`src/kdp_ram.sv`:
```
module kdp_ram #(
  parameter int W     = 8,
  parameter int DEPTH = 64,
  parameter int AW    = 6
) (
  input  logic          clk,
  input  logic          we,
  input  logic [AW-1:0] waddr,
  input  logic [W-1:0]  wdata,
  input  logic [AW-1:0] raddr,
  output logic [W-1:0]  rdata
);

  logic [W-1:0] mem [DEPTH];

  always_ff @(posedge clk) begin
    if (we) begin
      mem[waddr] <= wdata;
    end
    rdata <= mem[raddr];
  end

endmodule

```
`config.mk`:
```
export PLATFORM = sky130hd
export DESIGN_NAME = kdp_ram
export DESIGN_NICKNAME = d
export VERILOG_FILES = /design/src/kdp_ram.sv
export SDC_FILE = /design/constraint.sdc
export NUM_CORES = 1
export LEC_CHECK = 0
export CORE_UTILIZATION = 57
export DETAILED_ROUTE_END_ITERATION = 10
export DONT_BUFFER_PORTS = 1
export MAX_ROUTING_LAYER = met4
export PLACE_DENSITY = 0.78
export SLEW_MARGIN = 20
export SYNTH_ARGS = -nofsm -noshare
export SYNTH_HDL_FRONTEND = slang
export SYNTH_SLANG_ARGS = --single-unit
```
`constraint.sdc`:
```
create_clock -name clk -period 2.6 [get_ports clk]
set_input_delay 0.78 -clock clk [delete_from_list [all_inputs] [get_ports clk]]
set_output_delay 0.78 -clock clk [all_outputs]
set_load 0.05 [all_outputs]
```
Word-level counts from Yosys, hierarchy flattened
Memory sizes are Yosys's and may differ from the RTL's. A register that Yosys moved wholly into a read port is not among the register bits.
Index checks and enable logic that the tools add are counted.
{"block": "totals", "register_bits": 0, "mem_bits_rw": 512, "in_bits": 22, "out_inout_bits": 8, "wordCells": 3, "n_memories": 1}
{"block": "op_classes", "n_mux": 2}
{"name": "mem", "words": 64, "width": 8, "read_ports": 1, "rd_ports_with_merged_regs": 1, "write_ports": 1, "line": "14", "source": "logic [W-1:0] mem [DEPTH];"}
{"cell": "1-bit 2-to-1 mux", "count": 2}

Depth between registers and ports, before layout
{"block": "logic_depth", "word_depth": 2, "depth_mapped": 9, "depth_no_buf": 5}

Least setup slack after synthesis
No wires, ideal clock.
{"block": "synth_timing", "kind": "input to register", "start": "in raddr[1]", "end": "reg rdata[3], read port of mem", "setup_time_ns": 0.128, "t_arrival_ns": 2.320, "t_required_ns": 2.472, "setup_slack_ns": 0.152, "stages": 7, "n_path_buf": 3, "path_cell_list": "buf_4 -> buf_2 -> buf_2 -> mux4_2 -> mux4_2 -> o21ai_1 -> o41ai_1"}
{"element": "from (decl)", "line": "10", "source": "input logic [AW-1:0] raddr,"}
{"element": "to (decl)", "line": "11", "source": "output logic [W-1:0] rdata"}

Worst setup path after layout
{"block": "layout_timing", "start": "reg rdata[3], read port of mem", "end": "out rdata[3]"}
No word-level cell between the ends.

==> impl_metrics.csv <==
group,metric,value,unit
drt,wirelength,43330,um
place,port_buffers,0,
timing,finalCritPeriodShare,0.7849,
synth,ys.warnings.count,0,
clock_network,clk_latency,580,ps
drt,vias_per_cell,6.491,
drt,met2_wirelength,21160,um
drt,highest-signal-layer,"met4",
worst_setup_path,reg2reg_from,"mem[55][7]",
power,p_per_area,733.5,nW/um2
place,gp_congestion,0.8086,
synth,syn_avg_cell_area,21.45,um2
timing,tns,0,ps
synth,seq_area_frac_synth,0.7703,
layout,fin_cells,1524,
place,placed_area,21100,um2
worst_setup_path,startpoint_type,"flop",
floorplan,dieArea,36140,um2
floorplan,start_util,0.5810,
worst_setup_path,reg2regPathDepth,4,
outcome,status,"finished, final reports clean",
synth,synth_cell_types,40,
layout,diodes,0,
synth,synth_top_area_frac,0.7624,
global_routing,grt_start_max_net_pins,138,
timing,fmax,0.4900,GHz
drt,num_vias,9892,
layout,drive_above_1_share,0.2769,
global_routing,grt_antenna_before_repair,0,
clock_network,clock_path_buffers,3,
timing,relSlewSlack,0.5679,
floorplan,die_h,190.1,um
floorplan,dieWidth,190.1,um
drt,drtIter0Drc,1202,
layout,syn2layout_area_growth,12.04,%
power,leakagePower,7.171,nW
timing,skew,30.01,ps
clock_network,cts-root-buf,"clkbuf_16",
clock_network,tritoncts,"yes",
worst_setup_path,worstPathMaxFanout,1,
clock_network,postCtsSetupBuffers,0,
synth,synth.top_cells.by_area,"edfxtp_1, mux4_2, nor2_1",
worst_setup_path,crit_path_start,"rdata[3]",
floorplan,core,34710,um2
worst_setup_path,end_kind,"primary output",
timing,setup_ws,559.2,ps
job,maxCapViolCount,0,
timing,worst_pin_slew,631.9,ps
synth,async_flop_share,0,
drt,wl_met1,16200,um
layout,layout_common_cells,"edfxtp_1, mux4_2, buf_4",
synth,synth_edf_count,512,
timing,drv_slew,0,
place,placed_cells,1434,
global_routing,grt_overflow,0,
place,preCtsSetupSlack,62.82,ps
synth,synth_flop_cell,"edfxtp_1",
clock_network,cts.clk_slew.worst_paths,60,ps
layout,fin_area,22590,um2
power,peakVddDrop,0.0005202,V
synth,syn-cell-area,20170,um2
drt,ant_nets,0,
drt,wl_per_cell,28.43,um
floorplan,io_pins,30,
clock_network,clock_sinks,520,
clock_network,ctsResizeCount,0,
floorplan,num_rows,68,
clock_network,cts_buffers,49,
synth,synth_seq_cells,520,
global_routing,first_global_vias,10230,
worst_setup_path,cp.depth,0,
global_routing,grt_pass1_wl,64880,um
drt,drc,0,
timing,rsz0062_at_grt,"false",
timing,setup_viol,0,
hold_path,worstHoldStart,"wdata[6]",
layout,layout_commonest_cell,"edfxtp_1",
place,hpwl,24180,um
clock_network,cts_max_level,2,
layout,fin_nets,1052,
synth,synth_nets,962,
hold_path,hold_depth,0,
worst_setup_path,rrSetupSlack,560,ps
clock_network,cts_hold_buffers,0,
drt,first_pass_iters,5,
worst_setup_path,cp.required,1820,ps
synth,synth.largest_area_cell,"edfxtp_1",
drt,dr_wl_met3,4226,um
worst_setup_path,crit_arrival,1260,ps
timing,finalCriticalPeriod,2041,ps
global_routing,grtUsageTotal,0.2583,
timing,hold_violations,0,
worst_setup_path,critical_path_class,"flop to primary output",
synth,netlist_instances,940,
hold_path,hp-class,"input pin to flop",
[worst paths after layout]
check	end
setup / recovery	rdata[3]
hold / removal	mem[60][6]
setup reg to reg	rdata[7]
hold reg to reg	rdata[6]
[layer usage]
layer / up-vias / track usage
met5: - / -
met4: 0 / 0.1017
met3: 119 / 0.05460
met2: 530 / 0.3967
met1: 5148 / 0.3423
li1: 4095 / -
[stage by stage]
stage,power (mW),utilization,hold slack (ps)
after floorplan,10.02,-,718.3
after global placement,10.01,0.6077,803.1
after detailed placement,10.03,0.6077,814.0
after CTS,16.64,0.6509,286.5
after global routing,16.99,0.6509,285.8
final,16.57,0.6509,304.3
[power breakdown]
group | switching, mW | internal (mW) | leakage (nW)
sequential | 0.0872 | 9.27 | 4.67
combinational | 0.205 | 0.288 | 1.76
clock | 2.94 | 3.78 | 0.738
total | 3.23 | 13.3 | 7.17
[kinds of logic (layout without fill, tap and decap cells)]
family | after synthesis | count (layout) | synth area share
muxes | 162 | 162 | 0.1594
AOI/OAI and AO/OA | 54 | 54 | 0.02072
DFF | 520 | 520 | 0.7703
and+or+nand+nor | 153 | 153 | 0.03387
buffers and inverters | 51 | 180 | 0.01570
[worst reg2reg max path: stages, from the launching register on]
cell	delay [ps]
edfxtp_1	360
mux4_2	490
mux4_2	530
o21ai_0	370
nand2_1	130
[layout make-up]
type | count | area [um2]
fillers | 2205 | 12120
well taps | 455 | 569.3
flip-flops and latches | 520 | 15530
clock buffers | 70 | 1378
clock inverters | 20 | 121.4
multi-input cells | 369 | 4315
repair buffers | 90 | 675.6
[sequential cells by signal, indices dropped and copies added, names as in the netlist]
| name | cells |
|---|---|
| rdata | 8 |
| mem | 512 |
[synthesized netlist by cell type, types with 3 or more instances]
cell and n:
edfxtp_1 512, mux4_2 126, nor2_1 83, mux2i_1 23, nand2_1 19, clkbuf_1 17
nor2b_1 14, buf_4 13, mux2_2 13, nand3_1 13, buf_2 11, dfxtp_1 8
o221ai_1 8, o22ai_1 8, nand2b_1 7, nor3_1 7, a221oi_1 6, a211oi_1 4
buf_1 4, buf_6 4, a21oi_1 3, a22oi_1 3, nand3b_1 3, o2111ai_1 3
o2bb2ai_1 3
Power figures use the tool's default switching activity.
