[src/kdp_relax.sv]
module kdp_relax #(
  parameter int VAL_W = 23
) (
  input  logic [VAL_W-1:0] profit,
  input  logic [VAL_W-1:0] best_s,
  input  logic [VAL_W-1:0] best_sw,
  input  logic             in_range,
  input  logic             take_ties,
  output logic [VAL_W-1:0] cand,
  output logic             take
);

  assign cand = profit + best_sw;
  assign take = in_range && ((cand > best_s) || (take_ties && (cand == best_s)));

endmodule

[config.mk]
export PLATFORM = sky130hd
export DESIGN_NAME = kdp_relax
export DESIGN_NICKNAME = d
export VERILOG_FILES = /design/src/kdp_relax.sv
export SDC_FILE = /design/constraint.sdc
export NUM_CORES = 1
export LEC_CHECK = 0
export BUFFER_PORTS_ARGS = -buffer_cell sky130_fd_sc_hd__buf_4
export CAP_MARGIN = 20
export CORE_MARGIN = 5
export CORE_UTILIZATION = 42
export DETAILED_ROUTE_END_ITERATION = 8
export GPL_ROUTABILITY_DRIVEN = 0
export PLACE_DENSITY = 0.8
export SYNTH_ARGS = -nofsm -noshare
export SYNTH_HDL_FRONTEND = slang
export SYNTH_SLANG_ARGS = --single-unit
[constraint.sdc]
create_clock -name vclk -period 2.8
set_input_delay 0.14 -clock vclk [all_inputs]
set_output_delay 0.14 -clock vclk [all_outputs]
set_load 0.01 [all_outputs]
Word level (Yosys, flattened, before mapping)
Index checks and enable logic that the tools add are counted.

storage, ports and cells
  word-level logic and storage cells = 6
  input bits = 71
  register bits = 0
  output and inout bits = 24

operators by class
  $add $sub $neg = 1
  equal/unequal tests = 1
  order comparisons = 1
  reduce and logical (&&, ||, !) cells = 3

operators with widths
  cell                  count
  23-bit adder          1
  23-bit equality test  1
  23-bit > comparator   1
  1-bit logical AND     2
  1-bit logical OR      1

Logic depth before layout (Yosys ltp)
Gate-level depths: netlist (run 1).

  depth in word-level cells = 5
  gate-level depth with buffers = 17

Worst setup path before layout (run 1)
OpenSTA, ideal clock, no wires.

  path type = input to output
  start point = input profit[0]
  end point = output take
  path slack = -421 ps
  data arrival time = 3081 ps
  path buffers = 0
  stages on the path = 16
  path through = ha_1 -> inv_1 -> fa_1 -> nor2b_1 -> o2111ai_1 -> a211oi_2 -> nor3_2 -> o21ai_1 -> a31o_1 -> xor2_1 -> ha_1 -> a21o_1 -> a21o_1 -> a21oi_1 -> o2111ai_1 -> and3_1

between the ends
  word-level cells in the longest chain between the ends = 5

ends and longest elaborated chain
  item                                                                         line  RTL
  start, declared                                                              4     input logic [VAL_W-1:0] profit,
  23-bit adder *                                                               13    assign cand = profit + best_sw;
  via cand[16]                                                                 9     output logic [VAL_W-1:0] cand,
  parallel branches: the longest is 2 deep, another holds 23-bit > comparator  --
  1-bit logical OR *                                                           14    assign take = in_range && ((cand > best_s) || (take_ties && (cand == best_s)));
  1-bit logical AND *                                                          14
  end, declared                                                                10    output logic take

Mark *: on every way through the listed nets, which the timed path passes.

Worst setup path in the final report (run 1)
  start point = input profit[1]
  end point = output take

between the ends
  word-level cells in the longest chain between the ends = 5

ends and longest elaborated chain
  item                                                                         line
  23-bit adder *                                                               13
  parallel branches: the longest is 2 deep, another holds 23-bit > comparator  --
  1-bit logical OR *                                                           14
  1-bit logical AND *                                                          14

Mark *: on every way between the ends.

==> out/qor.yml, run 1 <==
crit_type: "primary input to primary output"
end_kind: "primary output"
fmax_ghz: 0.279
peakVddDrop_uv: 167
die_area_mm2: 0.00524
drive_gt1_share_pct: 49.6
synth_xor_area_share_pct: 11.8
dp.cells: 430
max_slew_margin_pct: 59.2
synth-simple-area-share_pct: 19.1
setup_violations: 1
final_cell_area_mm2: 0.00311
slew_violations: 0
tns_ns: -0.783
placedInstanceArea_mm2: 0.00290
nNetsFinal: 514
vias: 2460
wl_per_cell_um: 16.9
netlist_area_mm2: 0.00164
finalCritPeriodShare_pct: 128
core_area_mm2: 0.00372
synth_compound_area_share_pct: 26.6
netlist_instances: 227
route.detailed.drc: 0
track_usage_pct: 24.1
synth_cell_types: 36
synth_area_leaders: "ha_1, a21oi_1, inv_1"
ant_nets: 0
fill_cells: 210
maxCapViolations: 0
violations: "setup timing"
synth_top_area_share_pct: 34.4
firstDrtPassIters: 5
vias_per_cell: 5.55
postSynthNetCount: 344
syn_to_final_growth_pct: 90.2
first_global_vias: 2381
synthAdderAreaFrac_pct: 35.6
final_common_cell: "buf_4"
initialDrtViolationCount: 179
yosys.area.top_type: "ha_1"
final-hold-violation-count: 0
p_total_mw: 1.01
status: "finished with violations"
worst_pin_slew_ns: 0.606
diodes: 0
grt_max_degree: 7
synth_area_per_cell_um2: 7.21
hold_depth: 3
dp.final_hpwl_mm: 5.55
post-place-ws_ns: -0.582
cp_max_fo: 4
rows: 22
clock_buffers: 0
die_h_um: 72.4
synthMuxAreaShare_pct: 0
port_buffers: 95
ys_warn_count: 0
rsz0062_at_grt: "yes"
setup_slack_ns: -0.783
multi_input_area_mm2: 0.00166
ys_seq_area_share_pct: 0
io_pins: 95
required_ns: 2.66
synth_top_family_by_area: "adder cells"
crit_path_start_kind: "primary input"
p_leak_nw: 1.72
fin_util_pct: 83.8
arrival_ns: 3.44
grt.overflow.total: 0
final_cell_mix: "buf_4, ha_1, inv_1"
holdWs_ns: 0.584
antenna_found_initial: 0
grt_pass1_wl_mm: 10.6
die_x_um: 72.4
seq_cells: 0
initial_core_util_pct: 44.0
finalCriticalPeriod_ns: 3.58
worst_hold_path_type: "primary input to primary output"
regArea_um2: 0
p_per_area_mw_per_mm2: 326
wirelength_mm: 7.50
fin_cells: 443
-- per-layer routing --
| layer | wire length, um | up-vias | GRT usage, % |
|---|---|---|---|
| li1 | - | 1160 | - |
| met1 | 2760 | 1112 | 27.6 |
| met2 | 3930 | 152 | 49.0 |
| met3 | 529 | 36 | 1.80 |
| met4 | 282 | 0 | 2.66 |
| met5 | 0 | - | 0 |
-- report_power, final --
part / total, mW / internal [mW] / switching [mW]
clock network: 0 / 0 / 0
logic: 1.01 / 0.543 / 0.471
registers: 0 / 0 / 0
-- critical path, stage by stage --
cell and delay [ns]:
buf_4 0.12, ha_1 0.31, a21oi_2 0.21, nor2_1 0.09
a311oi_2 0.34, o21ai_2 0.14, a21bo_1 0.26, a221oi_2 0.30
xnor2_2 0.16, ha_1 0.31, nand4_1 0.15, nor4_2 0.38
o21ai_1 0.17, o2111ai_2 0.10, and3_1 0.19, buf_6 0.10
-- synthesized netlist by cell type, drive strengths merged (5+ instances only) --
library cell / count
ha: 45
inv: 29
a21oi: 24
nand2: 19
o21ai: 15
nor2: 14
xnor2: 12
a21o: 10
xor2: 10
nand4: 7
nand2b: 5
-- layout make-up --
class	count	share of cell area (%)
Multi-Input combinational cell	197	53.3
Tap cell	48	1.93
Timing Repair Buffer	169	41.2
Inverter	29	3.50
-- cell families after synthesis --
logic type / Yosys count
XOR/XNOR: 22
adder cells (fa/ha/maj): 46
buffers and inverters: 30
AO/OA/AOI/OAI: 66
AND/OR/NAND/NOR: 63
-- path summary, 6_finish.rpt --
check / startpoint / end / slack [ns]
max: profit[1] / take / -0.78
min: profit[0] / cand[0] / 0.58
-- repair_timing --
action,in CTS,in global routing
pin swaps,18,29
buffers inserted,5,8
setup endpoints to repair,1,1
hold buffers,0,0
gates resized for setup,13,9
Note: power is estimated with default switching activity, not from simulation.
==> inputs of run 2 (changes only) <==
==> constraint.sdc (replaced) <==
create_clock -name vclk -period 2.8
set_input_delay 0.42 -clock vclk [all_inputs]
set_output_delay 0.42 -clock vclk [all_outputs]
set_load 0.01 [all_outputs]
==> out/qor.yml, run 2 (synthesized netlist as in run 1, its figures left out) <==
clockPowerShare_pct: 0
status: "finished with violations"
die_x_um: 72.4
clock_buffers: 0
holdWs_ns: 1.16
crit_type: "primary input to primary output"
p_int_uw: 582
p_sw_uw: 561
grt_max_degree: 7
p_total_mw: 1.14
cp_max_fo: 2
fmax_ghz: 0.234
pwr-share-seq_pct: 0
antenna_found_initial: 0
multi_input_area_mm2: 0.00178
fill_cells: 180
first_global_vias: 2728
p_per_area_mw_per_mm2: 347
die_area_mm2: 0.00524
peakVddDrop_uv: 192
maxCapViolations: 0
seq_cells: 0
tns_ns: -2.52
final_common_cell: "buf_4"
rows: 22
violations: "setup timing"
grt_pass1_wl_mm: 12.1
end_kind: "primary output"
p_leak_nw: 1.76
core_area_mm2: 0.00372
io_pins: 95
firstDrtPassIters: 5
finalCriticalPeriod_ns: 4.28
port_buffers: 95
final_cell_mix: "buf_4, ha_1, inv_1"
wl_per_cell_um: 22.0
max_slew_margin_pct: 67.2
drive_gt1_share_pct: 54.2
crit_path_start_kind: "primary input"
syn_to_final_growth_pct: 101
post-place-ws_ns: -1.19
regArea_um2: 0
grt.overflow.total: 0
p_sw_share_pct: 49.1
initialDrtViolationCount: 258
finalCritPeriodShare_pct: 153
hold_buffers: 0
ant_nets: 0
min_from: "best_sw[0]"
die_h_um: 72.4
nNetsFinal: 516
track_usage_pct: 28.8
diodes: 0
final-hold-violation-count: 0
initial_core_util_pct: 44.0
power_frac_comb_pct: 100.0
setup_slack_ns: -1.48
rsz0062_at_grt: "yes"
vias_per_cell: 6.18
worst_pin_slew_ns: 0.486
dp.final_hpwl_mm: 5.52
arrival_ns: 3.86
route.detailed.drc: 0
setup_violations: 9
worst_hold_path_type: "primary input to primary output"
hold_depth: 3
vias: 2752
crit_path_start: "profit[0]"
slew_violations: 0
wirelength_mm: 9.77
required_ns: 2.38
==> run 2: stage by stage <==
step           instance area, um^2  cells  utilization, %
5_1_grt                       3290    445            88.5
3_5_place_dp                  2950    436            79.3
6_report                      3290    445            88.5
3_3_place_gp                  2950    436            79.3
4_1_cts                       3170    441            85.4
2_1_floorplan                 1680    227               -
==> run 2: worst max-delay path, cell delays in order <==
cell and delay (ns):
buf_8 0.08, ha_4 0.14, inv_2 0.04, fa_2 0.36, nor2b_4 0.15, o2111ai_2 0.14
buf_4 0.17, nand2_2 0.08, a21o_1 0.12, a21oi_1 0.07, xnor2_1 0.29, ha_1 0.33
a21oi_2 0.30, nor2_1 0.13, a211oi_2 0.21, o21ai_2 0.11, o21ai_1 0.23, o2111ai_1 0.16
and3_1 0.18, buf_6 0.12
==> run 2: path summary, 6_finish.rpt <==
kind	end	slack, ns
max	take	-1.48
min	cand[0]	1.16
==> run 2: timing repair <==
item | in CTS | in global routing
setup buffers | 9 | 7
hold endpoints to repair | 0 | 0
setup endpoints to repair | 12 | 14
gates resized for setup | 30 | 20
pin swaps | 22 | 17
==> run 2: routing by layer <==
metal	vias up	wire length [um]	global-route usage [%]
met5	-	38	0
met4	2	854	18.2
met3	84	1030	3.19
met2	235	4620	54.8
met1	1267	3220	29.6
li1	1164	-	-
==> run 2: cell type report <==
cell class                 count  share of cell area, %
multi-input combinational    197                   54.2
timing repair buffer         171                   40.6
inverter                      29                   3.31
tap                           48                   1.83
==> run 2: power groups by stage <==
stage	sequential [mW]	clock (mW)	combinational (mW)
after floorplan	0	0	0.419
after global placement	0	0	0.870
after detailed placement	0	0	0.902
after CTS	0	0	0.971
after global routing	0	0	1.20
final	0	0	1.14
==> inputs of run 3 (changes only) <==
- CORE_ASPECT_RATIO: not set -> 1.5
==> out/qor.yml, run 3 (synthesized netlist as in run 1, its figures left out) <==
hold_buffers: 0
route.detailed.drc: 0
status: "finished with violations"
wl_per_cell_um: 19.5
worst_hold_path_type: "primary input to primary output"
clockPowerShare_pct: 0
crit_chain: "buf_6, ha_4, inv_2, fa_2, nor2b_4, o2111ai_4, buf_4, nand2_1, a21o_1, a21oi_1, xnor2_1, ha_1, a21oi_1, nor2_1, a211oi_2, o21ai_0, o21ai_0, o2111ai_1, and3_1, buf_6"
violations: "setup timing"
placedInstanceArea_mm2: 0.00299
hold_depth: 3
final_common_cell: "buf_4"
max_stage_delay_ns: 0.37
die_area_mm2: 0.00527
grt_max_degree: 7
core_area_mm2: 0.00372
track_usage_pct: 26.8
dp.final_hpwl_mm: 5.74
finalCriticalPeriod_ns: 4.16
final-hold-violation-count: 0
regArea_um2: 0
setup_slack_ns: -1.36
grt_pass1_wl_mm: 11.2
cp_max_fo: 2
crit_type: "primary input to primary output"
vias_per_cell: 5.87
grt.overflow.total: 0
p_sw_share_pct: 46.9
nNetsFinal: 521
firstDrtPassIters: 4
peakVddDrop_uv: 234
fin_util_pct: 89.8
dp.cells: 437
port_buffers: 95
crit_path_start_kind: "primary input"
fill_cells: 181
rows: 27
initial_core_util_pct: 44.0
rsz0062_at_grt: "yes"
clock_buffers: 0
max_slew_margin_pct: 66.6
vias: 2610
ant_nets: 0
maxCapViolations: 0
finalCritPeriodShare_pct: 149
critPathSlowestCell: "fa_2"
first_global_vias: 2727
worst_pin_slew_ns: 0.495
p_leak_nw: 1.78
initialDrtViolationCount: 149
final_cell_area_mm2: 0.00334
slew_violations: 0
syn_to_final_growth_pct: 104
die_x_um: 61.0
die_h_um: 86.5
setup_violations: 11
final_cell_mix: "buf_4, ha_1, inv_1"
diodes: 0
drive_gt1_share_pct: 53.5
end_kind: "primary output"
io_pins: 95
pwr-share-seq_pct: 0
required_ns: 2.38
wirelength_mm: 8.68
post-place-ws_ns: -1.23
arrival_ns: 3.74
fin_cells: 445
p_sw_uw: 520
seq_cells: 0
power_frac_comb_pct: 100.0
antenna_found_initial: 0
fmax_ghz: 0.240
p_per_area_mw_per_mm2: 333
p_int_uw: 590
-- run 3: cell types whose count changed in the layout (fill, tap and decap cells not counted), sizes merged --
cell,change
buf,+5
-- run 3: path summary, 6_finish.rpt --
| kind | endpoint | slack, ns | start |
|---|---|---|---|
| max | take | -1.36 | best_sw[0] |
| min | cand[0] | 1.14 | profit[0] |
-- run 3: through the flow --
step,power (mW),setup TNS [ns],hold slack (ns)
global route,1.18,-3.49,1.15
detailed placement,0.909,-2.85,1.16
finish,1.11,-2.68,1.14
global placement,0.880,-2.45,1.15
CTS,0.978,-1.85,1.14
floorplan,0.419,-0.735,0.958
-- run 3: layout make-up --
class / instances / area, um^2 / area share (%)
well taps: 43 / 53.8 / 1.61
multi-input cells: 197 / 1790 / 53.7
inverters: 29 / 109 / 3.26
repair buffers: 176 / 1380 / 41.4
-- run 3: timing repair --
item / CTS / global route
buffers inserted: 12 / 4
gates resized for setup: 22 / 29
pin swaps: 22 / 22
endpoints found under the setup margin: 11 / 13
cloned: 0 / 0
endpoints found under the hold margin: 0 / 0
-- run 3: power by group through the flow --
stage | registers, mW | clock network [mW] | logic [mW]
finish | 0 | 0 | 1.11
global route | 0 | 0 | 1.18
CTS | 0 | 0 | 0.978
detailed placement | 0 | 0 | 0.909
global placement | 0 | 0 | 0.880
floorplan | 0 | 0 | 0.419
-- run 3: worst max-delay path: cells and delay by family --
kind | cells | cell delay, ns
simple gates | 4 | 0.56
fa+ha+maj | 3 | 0.84
buf+inv | 4 | 0.43
xor+xnor | 1 | 0.26
compound gates | 8 | 1.24
-- run 3: routing by layer --
layer  global-route usage [%]  up-vias  part of all wire (%)
li1                         -     1170                     -
met1                     25.2     1210                    32
met2                     54.7      176                    55
met3                     2.38       54                   7.9
met4                     11.0        0                   5.8
met5                        0        -                     0
